### src/rtl/core/ppsa_pkg.sv
package ppsa_pkg;

    localparam int NUM_PAGES_DEF       = 64;
    localparam int SLOT_COUNT_DEF      = 64;
    localparam int MAX_ALLOC_PAGES_DEF = 16;
    localparam int PAGE_BYTES_DEF      = 4096;

    localparam int OFF_W  = 18;
    localparam int SIZE_W = 19;
    localparam int CNT_W  = 7;

    typedef enum logic [1:0] {
        OP_ALLOC  = 2'd0,
        OP_FREE   = 2'd1,
        OP_LOOKUP = 2'd2,
        OP_NONE   = 2'd3
    } t_op;

    typedef enum logic [1:0] {
        ST_OK      = 2'd0,
        ST_INVALID = 2'd1,
        ST_NOSPACE = 2'd2,
        ST_OUTSIDE = 2'd3
    } t_status;

    typedef enum logic [3:0] {
        S_IDLE,
        S_CHECK,
        S_SCAN,
        S_SCAN_WAIT,
        S_SLOT,
        S_SLOT_WAIT,
        S_OWN_RD,
        S_OWN_WAIT,
        S_REC_WAIT,
        S_RANGE,
        S_RANGE_WAIT,
        S_FILL,
        S_DONE
    } t_state;

endpackage

### src/rtl/core/page_pool_suballocator_unit.sv
// First-fit page suballocator. Requests (allocate, free, lookup) are served
// one at a time; each gives one result transfer. State lives in two memories
// (page owner tags, slot records) with registered reads; each read address
// is held while its data is consumed. Allocate scans the owner tags for the
// first free run of pages, then the slot records for the first free slot,
// then tags each page of the run; free reads the tag of the first page and
// its slot record, then clears each page of the allocation; lookup reads the
// tag of each page the range spans and the owning slot record. Rejected
// requests end sooner. Reset starts a clearing pass through every entry of
// both memories, during which no request is accepted. A new request is
// accepted only once the previous result has been taken or is taken in the
// same cycle.
module page_pool_suballocator_unit #(
    parameter int NUM_PAGES       = ppsa_pkg::NUM_PAGES_DEF,
    parameter int SLOT_COUNT      = ppsa_pkg::SLOT_COUNT_DEF,
    parameter int MAX_ALLOC_PAGES = ppsa_pkg::MAX_ALLOC_PAGES_DEF,
    parameter int PAGE_BYTES      = ppsa_pkg::PAGE_BYTES_DEF
) (
    input  logic        i_clk,
    input  logic        i_rst_n,
    input  logic        i_cfg_we,
    input  logic [6:0]  i_cfg_wdata,
    input  logic        i_valid,
    output logic        o_ready,
    input  logic [1:0]  i_opcode,
    input  logic [17:0] i_byte_offset,
    input  logic [18:0] i_byte_size,
    output logic        o_valid,
    input  logic        i_ready,
    output logic [1:0]  o_status,
    output logic [17:0] o_result_offset,
    output logic [18:0] o_result_length,
    output logic [6:0]  o_live_count,
    output logic [6:0]  o_pages_busy
);
    localparam int PW  = $clog2(NUM_PAGES);
    localparam int SW  = $clog2(SLOT_COUNT);
    localparam int OW  = $clog2(SLOT_COUNT + 1);   // owner tag width
    localparam int BW  = $clog2(PAGE_BYTES);       // byte-in-page bits
    localparam int NW  = $clog2(NUM_PAGES + 1);    // page count width
    localparam int RW  = 1 + PW + NW;              // slot record width
    localparam int CLR = (NUM_PAGES > SLOT_COUNT) ? NUM_PAGES : SLOT_COUNT;
    localparam int CW  = $clog2(CLR + 1);
    localparam int AW  = 40;                       // wide byte arithmetic

    localparam logic [AW-1:0] POOL_BYTES = AW'(NUM_PAGES) * AW'(PAGE_BYTES);

    ppsa_pkg::t_state r_state, n_state;

    // request registers
    logic [1:0]    r_op,   n_op;
    logic [AW-1:0] r_off,  n_off;
    logic [AW-1:0] r_size, n_size;
    logic [AW-1:0] r_need, n_need;     // rounded page count
    logic [NW:0]   r_p,    n_p;        // page cursor
    logic [NW:0]   r_run,  n_run;
    logic [NW:0]   r_start, n_start;
    logic [NW:0]   r_last, n_last;
    logic [SW:0]   r_s,    n_s;        // slot cursor
    logic [OW-1:0] r_own,  n_own;
    logic [OW-1:0] r_fill, n_fill;     // tag written during fill
    logic [NW-1:0] r_rcnt, n_rcnt;
    logic [PW-1:0] r_rfirst, n_rfirst;
    logic [CW-1:0] r_clr, n_clr;
    logic          r_clr_run, n_clr_run;

    logic [6:0]    r_live, n_live;
    logic [6:0]    r_busy, n_busy;
    logic [6:0]    r_limit;

    // result register
    logic          r_ovalid, n_ovalid;
    logic [1:0]    r_st, n_st;
    logic [17:0]   r_roff, n_roff;
    logic [18:0]   r_rlen, n_rlen;

    // page owner memory
    logic          own_we;
    logic [PW-1:0] own_waddr, own_raddr;
    logic [OW-1:0] own_wdata, own_rdata;

    ppsa_owner_mem #(.DEPTH(NUM_PAGES), .W(OW)) u_owner (
        .i_clk  (i_clk),
        .i_we   (own_we),
        .i_waddr(own_waddr),
        .i_wdata(own_wdata),
        .i_raddr(own_raddr),
        .o_rdata(own_rdata)
    );

    // slot record memory {used, first, count}
    logic          rec_we;
    logic [SW-1:0] rec_waddr, rec_raddr;
    logic [RW-1:0] rec_wdata, rec_rdata;

    ppsa_owner_mem #(.DEPTH(SLOT_COUNT), .W(RW)) u_slot (
        .i_clk  (i_clk),
        .i_we   (rec_we),
        .i_waddr(rec_waddr),
        .i_wdata(rec_wdata),
        .i_raddr(rec_raddr),
        .o_rdata(rec_rdata)
    );

    logic          rec_used;
    logic [PW-1:0] rec_first;
    logic [NW-1:0] rec_count;
    assign rec_used  = rec_rdata[RW-1];
    assign rec_first = rec_rdata[NW +: PW];
    assign rec_count = rec_rdata[NW-1:0];

    logic accept;
    assign o_ready = (r_state == ppsa_pkg::S_IDLE) && !r_clr_run
                     && (!r_ovalid || i_ready);
    assign accept  = i_valid && o_ready;

    logic [AW-1:0] a_start, a_end;
    assign a_start = AW'(rec_first) * AW'(PAGE_BYTES);
    assign a_end   = a_start + AW'(rec_count) * AW'(PAGE_BYTES);

    logic [AW-1:0] sz_pages;
    assign sz_pages = (AW'(i_byte_size) + AW'(PAGE_BYTES - 1)) >> BW;

    always_comb begin
        n_state = r_state;
        n_op = r_op; n_off = r_off; n_size = r_size; n_need = r_need;
        n_p = r_p; n_run = r_run; n_start = r_start; n_last = r_last;
        n_s = r_s; n_own = r_own; n_fill = r_fill;
        n_rcnt = r_rcnt; n_rfirst = r_rfirst;
        n_clr = r_clr; n_clr_run = r_clr_run;
        n_live = r_live; n_busy = r_busy;
        n_ovalid = r_ovalid; n_st = r_st; n_roff = r_roff; n_rlen = r_rlen;
        own_we = 1'b0; own_waddr = '0; own_wdata = '0; own_raddr = '0;
        rec_we = 1'b0; rec_waddr = '0; rec_wdata = '0; rec_raddr = '0;

        if (r_ovalid && i_ready) begin
            n_ovalid = 1'b0;
        end

        // clearing pass after reset
        if (r_clr_run) begin
            own_we    = (r_clr < CW'(NUM_PAGES));
            own_waddr = PW'(r_clr);
            rec_we    = (r_clr < CW'(SLOT_COUNT));
            rec_waddr = SW'(r_clr);
            n_clr     = r_clr + 1'b1;
            if (r_clr == CW'(CLR - 1)) begin
                n_clr_run = 1'b0;
            end
        end

        unique case (r_state)
            ppsa_pkg::S_IDLE: begin
                if (accept) begin
                    n_op    = i_opcode;
                    n_off   = AW'(i_byte_offset);
                    n_size  = AW'(i_byte_size);
                    n_need  = sz_pages;
                    n_state = ppsa_pkg::S_CHECK;
                end
            end
            ppsa_pkg::S_CHECK: begin
                n_st = ppsa_pkg::ST_INVALID;
                n_state = ppsa_pkg::S_DONE;
                n_p = '0; n_run = '0; n_s = '0;
                priority case (r_op)
                    ppsa_pkg::OP_ALLOC: begin
                        if (r_size == '0) begin
                            n_st = ppsa_pkg::ST_INVALID;
                        end else if (r_live >= r_limit
                                     || 32'(r_live) >= SLOT_COUNT) begin
                            n_st = ppsa_pkg::ST_NOSPACE;
                        end else if (r_need > AW'(MAX_ALLOC_PAGES)
                                     || r_need > AW'(NUM_PAGES)) begin
                            n_st = ppsa_pkg::ST_INVALID;
                        end else begin
                            own_raddr = '0;
                            n_state = ppsa_pkg::S_SCAN_WAIT;
                        end
                    end
                    ppsa_pkg::OP_FREE, ppsa_pkg::OP_LOOKUP: begin
                        if (r_off >= POOL_BYTES) begin
                            n_st = ppsa_pkg::ST_OUTSIDE;
                        end else if (r_size == '0) begin
                            n_st = ppsa_pkg::ST_INVALID;
                        end else if (r_op == ppsa_pkg::OP_LOOKUP
                                     && r_off + r_size > POOL_BYTES) begin
                            n_st = ppsa_pkg::ST_OUTSIDE;
                        end else begin
                            n_p = (NW+1)'(r_off >> BW);
                            // free checks only the first page
                            n_last = (r_op == ppsa_pkg::OP_FREE)
                                   ? (NW+1)'(r_off >> BW)
                                   : (NW+1)'((r_off + r_size - 1'b1) >> BW);
                            own_raddr = PW'(r_off >> BW);
                            n_state = ppsa_pkg::S_OWN_WAIT;
                        end
                    end
                    default: n_st = ppsa_pkg::ST_INVALID;
                endcase
            end
            ppsa_pkg::S_SCAN_WAIT: begin
                // hold the address so the tag stays valid for the scan step
                own_raddr = PW'(r_p);
                n_state = ppsa_pkg::S_SCAN;
            end
            ppsa_pkg::S_SCAN: begin
                // own_rdata holds tag of page r_p
                if (own_rdata != '0) begin
                    n_run = '0;
                end else begin
                    n_run = r_run + 1'b1;
                end
                if (own_rdata == '0 && AW'(r_run + 1'b1) == r_need) begin
                    n_start = r_p + 1'b1 - (r_run + 1'b1);
                    rec_raddr = '0;
                    n_state = ppsa_pkg::S_SLOT_WAIT;
                end else if (r_p == (NW+1)'(NUM_PAGES - 1)) begin
                    n_st = ppsa_pkg::ST_NOSPACE;
                    n_state = ppsa_pkg::S_DONE;
                end else begin
                    n_p = r_p + 1'b1;
                    own_raddr = PW'(r_p + 1'b1);
                    n_state = ppsa_pkg::S_SCAN_WAIT;
                end
            end
            ppsa_pkg::S_SLOT_WAIT: begin
                rec_raddr = SW'(r_s);
                n_state = ppsa_pkg::S_SLOT;
            end
            ppsa_pkg::S_SLOT: begin
                if (!rec_used) begin
                    rec_we    = 1'b1;
                    rec_waddr = SW'(r_s);
                    rec_wdata = {1'b1, PW'(r_start), NW'(r_need)};
                    n_fill    = OW'(r_s + 1'b1);
                    n_p       = r_start;
                    n_last    = r_start + (NW+1)'(r_need) - 1'b1;
                    n_rfirst  = PW'(r_start);
                    n_rcnt    = NW'(r_need);
                    n_st      = ppsa_pkg::ST_OK;
                    n_live    = r_live + 1'b1;
                    n_busy    = r_busy + 7'(r_need);
                    n_state   = ppsa_pkg::S_FILL;
                end else if (r_s == (SW+1)'(SLOT_COUNT - 1)) begin
                    n_st = ppsa_pkg::ST_NOSPACE;
                    n_state = ppsa_pkg::S_DONE;
                end else begin
                    n_s = r_s + 1'b1;
                    rec_raddr = SW'(r_s + 1'b1);
                    n_state = ppsa_pkg::S_SLOT_WAIT;
                end
            end
            ppsa_pkg::S_OWN_WAIT: begin
                own_raddr = PW'(r_p);
                n_state = ppsa_pkg::S_OWN_RD;
            end
            ppsa_pkg::S_OWN_RD: begin
                n_own = own_rdata;
                if (own_rdata == '0 || 32'(own_rdata) > SLOT_COUNT) begin
                    n_st = ppsa_pkg::ST_INVALID;
                    n_state = ppsa_pkg::S_DONE;
                end else begin
                    rec_raddr = SW'(own_rdata - 1'b1);
                    n_state = ppsa_pkg::S_REC_WAIT;
                end
            end
            ppsa_pkg::S_REC_WAIT: begin
                n_state = ppsa_pkg::S_RANGE;
                rec_raddr = SW'(r_own - 1'b1);
                n_rfirst = rec_first;
                n_rcnt = rec_count;
                if (r_p != r_last) begin
                    own_raddr = PW'(r_p + 1'b1);
                    n_p = r_p + 1'b1;
                    n_state = ppsa_pkg::S_RANGE_WAIT;
                end
            end
            ppsa_pkg::S_RANGE_WAIT: begin
                own_raddr = PW'(r_p);
                rec_raddr = SW'(r_own - 1'b1);
                n_state = ppsa_pkg::S_RANGE;
            end
            ppsa_pkg::S_RANGE: begin
                // rec data held stable by rec_raddr
                rec_raddr = SW'(r_own - 1'b1);
                if (r_p != (NW+1)'(r_off >> BW) && own_rdata != r_own) begin
                    n_st = ppsa_pkg::ST_INVALID;
                    n_state = ppsa_pkg::S_DONE;
                end else if (r_p != r_last) begin
                    own_raddr = PW'(r_p + 1'b1);
                    n_p = r_p + 1'b1;
                    n_state = ppsa_pkg::S_RANGE_WAIT;
                end else begin
                    n_state = ppsa_pkg::S_DONE;
                    if (!rec_used || r_off < a_start
                        || r_off + ((r_op == ppsa_pkg::OP_FREE) ? AW'(1) : r_size)
                           > a_end) begin
                        n_st = ppsa_pkg::ST_INVALID;
                    end else if (r_op == ppsa_pkg::OP_LOOKUP) begin
                        n_st = ppsa_pkg::ST_OK;
                    end else if (r_off != a_start || r_need != AW'(rec_count)) begin
                        n_st = ppsa_pkg::ST_INVALID;
                    end else begin
                        n_st = ppsa_pkg::ST_OK;
                        rec_we = 1'b1;
                        rec_waddr = SW'(r_own - 1'b1);
                        rec_wdata = '0;
                        n_fill = '0;
                        n_p = (NW+1)'(rec_first);
                        n_last = (NW+1)'(rec_first) + (NW+1)'(rec_count) - 1'b1;
                        n_live = r_live - 1'b1;
                        n_busy = r_busy - 7'(rec_count);
                        n_state = ppsa_pkg::S_FILL;
                    end
                end
            end
            ppsa_pkg::S_FILL: begin
                own_we = 1'b1;
                own_waddr = PW'(r_p);
                own_wdata = r_fill;
                n_p = r_p + 1'b1;
                if (r_p == r_last) begin
                    n_state = ppsa_pkg::S_DONE;
                end
            end
            ppsa_pkg::S_DONE: begin
                if (!r_ovalid || i_ready) begin
                    n_ovalid = 1'b1;
                    n_roff = '0;
                    n_rlen = '0;
                    if (r_st == ppsa_pkg::ST_OK) begin
                        n_roff = 18'(AW'(r_rfirst) * AW'(PAGE_BYTES));
                        n_rlen = 19'(AW'(r_rcnt) * AW'(PAGE_BYTES));
                    end
                    n_state = ppsa_pkg::S_IDLE;
                end
            end
            default: n_state = ppsa_pkg::S_IDLE;
        endcase
    end

    always_ff @(posedge i_clk) begin
        if (!i_rst_n) begin
            r_state   <= ppsa_pkg::S_IDLE;
            r_clr     <= '0;
            r_clr_run <= 1'b1;
            r_live    <= '0;
            r_busy    <= '0;
            r_limit   <= 7'd64;
            r_ovalid  <= 1'b0;
        end else begin
            r_state   <= n_state;
            r_clr     <= n_clr;
            r_clr_run <= n_clr_run;
            r_live    <= n_live;
            r_busy    <= n_busy;
            r_ovalid  <= n_ovalid;
            if (i_cfg_we) begin
                r_limit <= i_cfg_wdata;
            end
        end
    end

    always_ff @(posedge i_clk) begin
        r_op <= n_op; r_off <= n_off; r_size <= n_size; r_need <= n_need;
        r_p <= n_p; r_run <= n_run; r_start <= n_start; r_last <= n_last;
        r_s <= n_s; r_own <= n_own; r_fill <= n_fill;
        r_rcnt <= n_rcnt; r_rfirst <= n_rfirst;
        r_st <= n_st; r_roff <= n_roff; r_rlen <= n_rlen;
    end

    // live and busy counts reported as of result creation
    logic [6:0] r_olive, r_obusy;
    always_ff @(posedge i_clk) begin
        if (r_state == ppsa_pkg::S_DONE && (!r_ovalid || i_ready)) begin
            r_olive <= r_live;
            r_obusy <= r_busy;
        end
    end

    logic [1:0] r_st_out;
    always_ff @(posedge i_clk) begin
        if (r_state == ppsa_pkg::S_DONE && (!r_ovalid || i_ready)) begin
            r_st_out <= r_st;
        end
    end

    assign o_valid         = r_ovalid;
    assign o_status        = r_st_out;
    assign o_result_offset = r_roff;
    assign o_result_length = r_rlen;
    assign o_live_count    = r_olive;
    assign o_pages_busy    = r_obusy;
endmodule

### src/rtl/core/ppsa_owner_mem.sv
module ppsa_owner_mem #(
    parameter int DEPTH = 64,
    parameter int W     = 7
) (
    input  logic                     i_clk,
    input  logic                     i_we,
    input  logic [$clog2(DEPTH)-1:0] i_waddr,
    input  logic [W-1:0]             i_wdata,
    input  logic [$clog2(DEPTH)-1:0] i_raddr,
    output logic [W-1:0]             o_rdata
);
    logic [W-1:0] mem [DEPTH];

    always_ff @(posedge i_clk) begin
        if (i_we) begin
            mem[i_waddr] <= i_wdata;
        end
        o_rdata <= mem[i_raddr];
    end
endmodule

### config.mk
export PLATFORM = sky130hd
export DESIGN_NAME = page_pool_suballocator_unit
export DESIGN_NICKNAME = d
export VERILOG_FILES = /design/src/rtl/core/ppsa_pkg.sv /design/src/rtl/core/page_pool_suballocator_unit.sv /design/src/rtl/core/ppsa_owner_mem.sv
export SDC_FILE = /design/constraint.sdc
export NUM_CORES = 2
export LEC_CHECK = 0
export BUFFER_PORTS_ARGS = -buffer_cell sky130_fd_sc_hd__clkbuf_2
export CAP_MARGIN = 20
export CORE_ASPECT_RATIO = 0.6
export CORE_MARGIN = 2
export CORE_UTILIZATION = 62
export DETAILED_ROUTE_END_ITERATION = 16
export PLACE_DENSITY = 0.91
export SLEW_MARGIN = 0
export SYNTH_ARGS = -nofsm -noshare
export SYNTH_HDL_FRONTEND = slang
export SYNTH_HIERARCHICAL = 1
export SYNTH_SLANG_ARGS = --single-unit
### constraint.sdc
create_clock -name i_clk -period 18.5 [get_ports i_clk]
set_clock_uncertainty 0.15 [all_clocks]
set_input_delay 1.85 -clock i_clk [delete_from_list [all_inputs] [get_ports i_clk]]
set_output_delay 1.85 -clock i_clk [all_outputs]
set_load 0.1 [all_outputs]
==> results by group <==
Floorplanning
  – Chip width: between 400 and 500 µm
  – Num ports: approximately 110
  – Starting Density: 62.8%
  – Number of core rows: slightly above 90
  – Core outline area: roughly 110000 µm²
  – Die height: 257 µm
  – DIE AREA: roughly 110000 µm²

Timing
  – Relative slew margins: around a fifth
  – Setup TNS: 0 ps
  – Fmax: ~110 MHz
  – RSZ-0062 raised after global routing: false
  – Fin. Hold Viols: 0
  – Minimum clock period: about 9400 ps
  – Final setup viols: 0
  – Slew @ Worst Pin: 1210 ps
  – Fin. max-slew vios: 0
  – Final period util: 50.7%

Routing
  – 1st-pass router iterations: 9
  – Post-route DRC: 0
  – WL final: 184 mm
  – Vias: ~40000
  – Vias/cell: slightly above 7
  – Routed Antenna Nets: 0
  – Initial DRC count: ~8000
  – Wire per inst: ~33 µm

Power
  – Leak pwr: 23.3 nW
  – Max rail drop VDD: 0.000101 V
  – PD cells: approximately 94 nW/µm²

Worst setup path
  – Setup crit end kind: flip-flop
  – RR Startpoint: r_op[1]
  – Max Fanout on Critical Path: 29
  – Slowest cell on the critical path: nor2_1
  – Startpoint types: flip-flop
  – Crit Path Class: reg -> reg
  – Critical path origin: r_op[1]
  – Critical Path RT: about 19000 ps
  – Crit path DAT: approximately 10000 ps
  – CP peak stage delay: 760 ps

Place
  – Area after DPL: 68300 µm²
  – Port Buffer Count: 81
  – Placed wire-length estimate: 110 mm
  – Final GP Congestion: about 1

Logic synthesis
  – Synth area leaders: edfxtp_1 67%, mux4_2 11%, ha_1 2.2%
  – Synth top area share: roughly two thirds
  – Number of synthesized flops with an enable pin: roughly 1500
  – Synthesis-stage register bit count: approximately 1500
  – Leading area contributor after synthesis: edfxtp_1
  – Avg Synthesized Cell Area: approximately 17 µm²
  – Synth Flop Type: edfxtp_1
  – Post-synthesis cell count: a little under 4000
  – Unique masters post-synth: 94
  – Yosys warning count: 6
  – Mapped Area: approximately 66000 µm²
  – Register area share after synthesis: between 60 and 70%
  – Post-synth ARST share: 0%

Final layout
  – Area of the multi-input gates: ~19000 µm²
  – Fin nets: approximately 4200
  – Layout cells sized above 1: about a fifth
  – Number of fill cells: 6177
  – Final instance area: roughly 73000 µm²
  – Area delta synth->final: 9.92%
  – Register area: about 46000 µm²

CTS
  – Worst skew pair latency: between 700 and 800 ps
  – CTS H-tree lvls: 4
  – Post-CTS Setup Bufs: 0
  – Root buf cell: clkbuf_16
  – Gates resized, CTS repair: 0
  – Num CTS Buffers: approximately 130
  – CTS tree: built
  – Clk sink count: roughly 1500
  – CTS Buffer Depth: 3
  – Post-CTS Hold Buffers: 0
  – Clock Pin Slew Worst Setup and Hold Paths: ~80 ps

Global routing
  – Remaining global-route overflow: 0
  – GRT Total Usage: 33.4%
  – Antenna violations before repair: 13
  – First-pass GRT wire length: around 260 mm
  – Largest net degree at the start of global routing: around 160
  – Vias in the first global route: 38100

Job
  – Max-cap viol count: 0

Min path
  – Hold Path Origin: r_busy[6]
  – Hold Path Class: reg -> reg

Outcome
  – Status: complete, no violations
cells in the final DEF, fill, tap and decap left out, types with 17 or more instances in the layout:
cell type  synthesis  final
a211oi_1          29     29
a21o_1            37     37
a21oi_1          115    114
a22oi_1           40     40
and2_1            35     27
buf_4             39     96
clkbuf_1         108     30
clkbuf_16          0    135
clkbuf_2           0     81
clkinv_2           0     19
conb_1             1     24
dfxtp_1           55     55
edfxtp_1        1488   1488
ha_1             118    118
inv_1            109    109
mux2_2            30     30
mux2i_1           70     70
mux4_2           324    324
nand2_1          140    140
nand2b_1          28     28
nand3_1           51     51
nand3b_1          18     18
nand4_1           23     23
nor2_1           271    266
nor2b_1           52     52
nor3_1            52     37
nor4_1            18     18
o21ai_0          106    104
o22ai_1           49     49
or4_1             17     17
xnor2_1           68     68
xor2_1            64     64
metal layers:
layer | share of wire (%) | wire length [µm] | track usage (%) | vias up
li1 | - | - | - | 15700
met1 | 36 | 65600 | 49.1 | 19800
met2 | 43 | 79100 | 47.3 | 3909
met3 | 18 | 32400 | 12.7 | 622
met4 | 3.4 | 6220 | 8.95 | 18
met5 | 0.11 | 209 | 0.351 | -
cells by family after synthesis:
logic type               count (synthesis)  synth area share, %
AO/OA/AOI/OAI                          539                 5.41
XOR/XNOR                               133                 1.78
adder cells (fa/ha/maj)                126                 2.47
buffers and inverters                  324                 2.38
flip-flops                            1543                 69.1
multiplexers                           435                 13.0
other                                    1              0.00566
AND/OR/NAND/NOR                        783                 5.85
worst max-delay path: cells and delay by family, from the launching register on:
family / cells / cell delay (ps)
xor+xnor: 1 / 180
compound gates: 13 / 3660
fa+ha+maj: 3 / 770
flops: 1 / 420
simple gates: 8 / 3030
buf+inv: 5 / 850
synth_stat cells (all sizes together), types with 9 or more instances:
library cell,number
buf,106
or4,17
nand4,23
a21boi,9
a21oi,115
mux2,30
nand3b,18
clkbuf,108
mux4,335
a221oi,12
nor2b,52
edfxtp,1488
a31oi,12
or3,13
o21ai,115
and3,9
nor4,18
inv,109
dfxtp,55
and2,36
o211ai,12
or2,18
a22oi,40
a221o,12
nor3,53
mux2i,70
xor2,64
nand2b,28
o21a,12
nand3,51
nand2,140
o22ai,50
a211oi,30
o221ai,9
ha,118
xnor2,68
o31ai,13
a21o,37
nor2,272
area by class of cell:
class / instances / area share [%]
inverter: 110 / 0.567
antenna: 5 / 0.0172
tap: 1410 / 2.42
multi-input combinational: 2040 / 26.4
sequential: 1543 / 62.9
clock buffer: 171 / 4.91
clock inverter: 63 / 0.936
timing repair buffer: 200 / 1.94
worst paths after layout:
check | to | slack (ps) | depth (start not counted)
max | u_slot/mem[1][3] | 9120 | 30
min | o_pages_busy[6] | 320 | 0
max reg2reg | u_slot/mem[1][3] | 9120 | 30
min reg2reg | o_pages_busy[6] | 320 | 0
per-stage QoR:
stage / instances / total power [mW] / utilization, % / setup slack, ps / hold slack [ps]
after CTS: 5514 / 6.82 / 68.8 / 9120 / 317
after global placement: 5270 / 4.05 / 64.7 / 9370 / 295
after detailed placement: 5280 / 4.06 / 64.8 / 9250 / 301
final: 5542 / 6.83 / 69.1 / 9120 / 315
after floorplan: 3907 / 4.00 / - / 10700 / 258
after global routing: 5537 / 6.96 / 69.1 / 8530 / 329
registers in the layout (all words and copies together), names as in the netlist, 8 cells and up:
| register | count |
|---|---|
| u_slot/mem | 896 |
| r_size | 19 |
| r_need | 8 |
| r_off | 18 |
| r_start | 8 |
| r_run | 8 |
| u_slot/o_rdata | 14 |
| u_owner/mem | 448 |
| r_last | 8 |
| r_p | 8 |
report_power, final:
group | leakage [nW] | internal, mW | switching (mW) | total [mW]
logic | 7.14 | 0.0577 | 0.123 | 0.181
registers | 14.1 | 3.80 | 0.0177 | 3.81
clock network | 2.08 | 1.54 | 1.29 | 2.84
total | 23.3 | 5.40 | 1.43 | 6.83
Note: power is estimated with default switching activity, not from simulation.
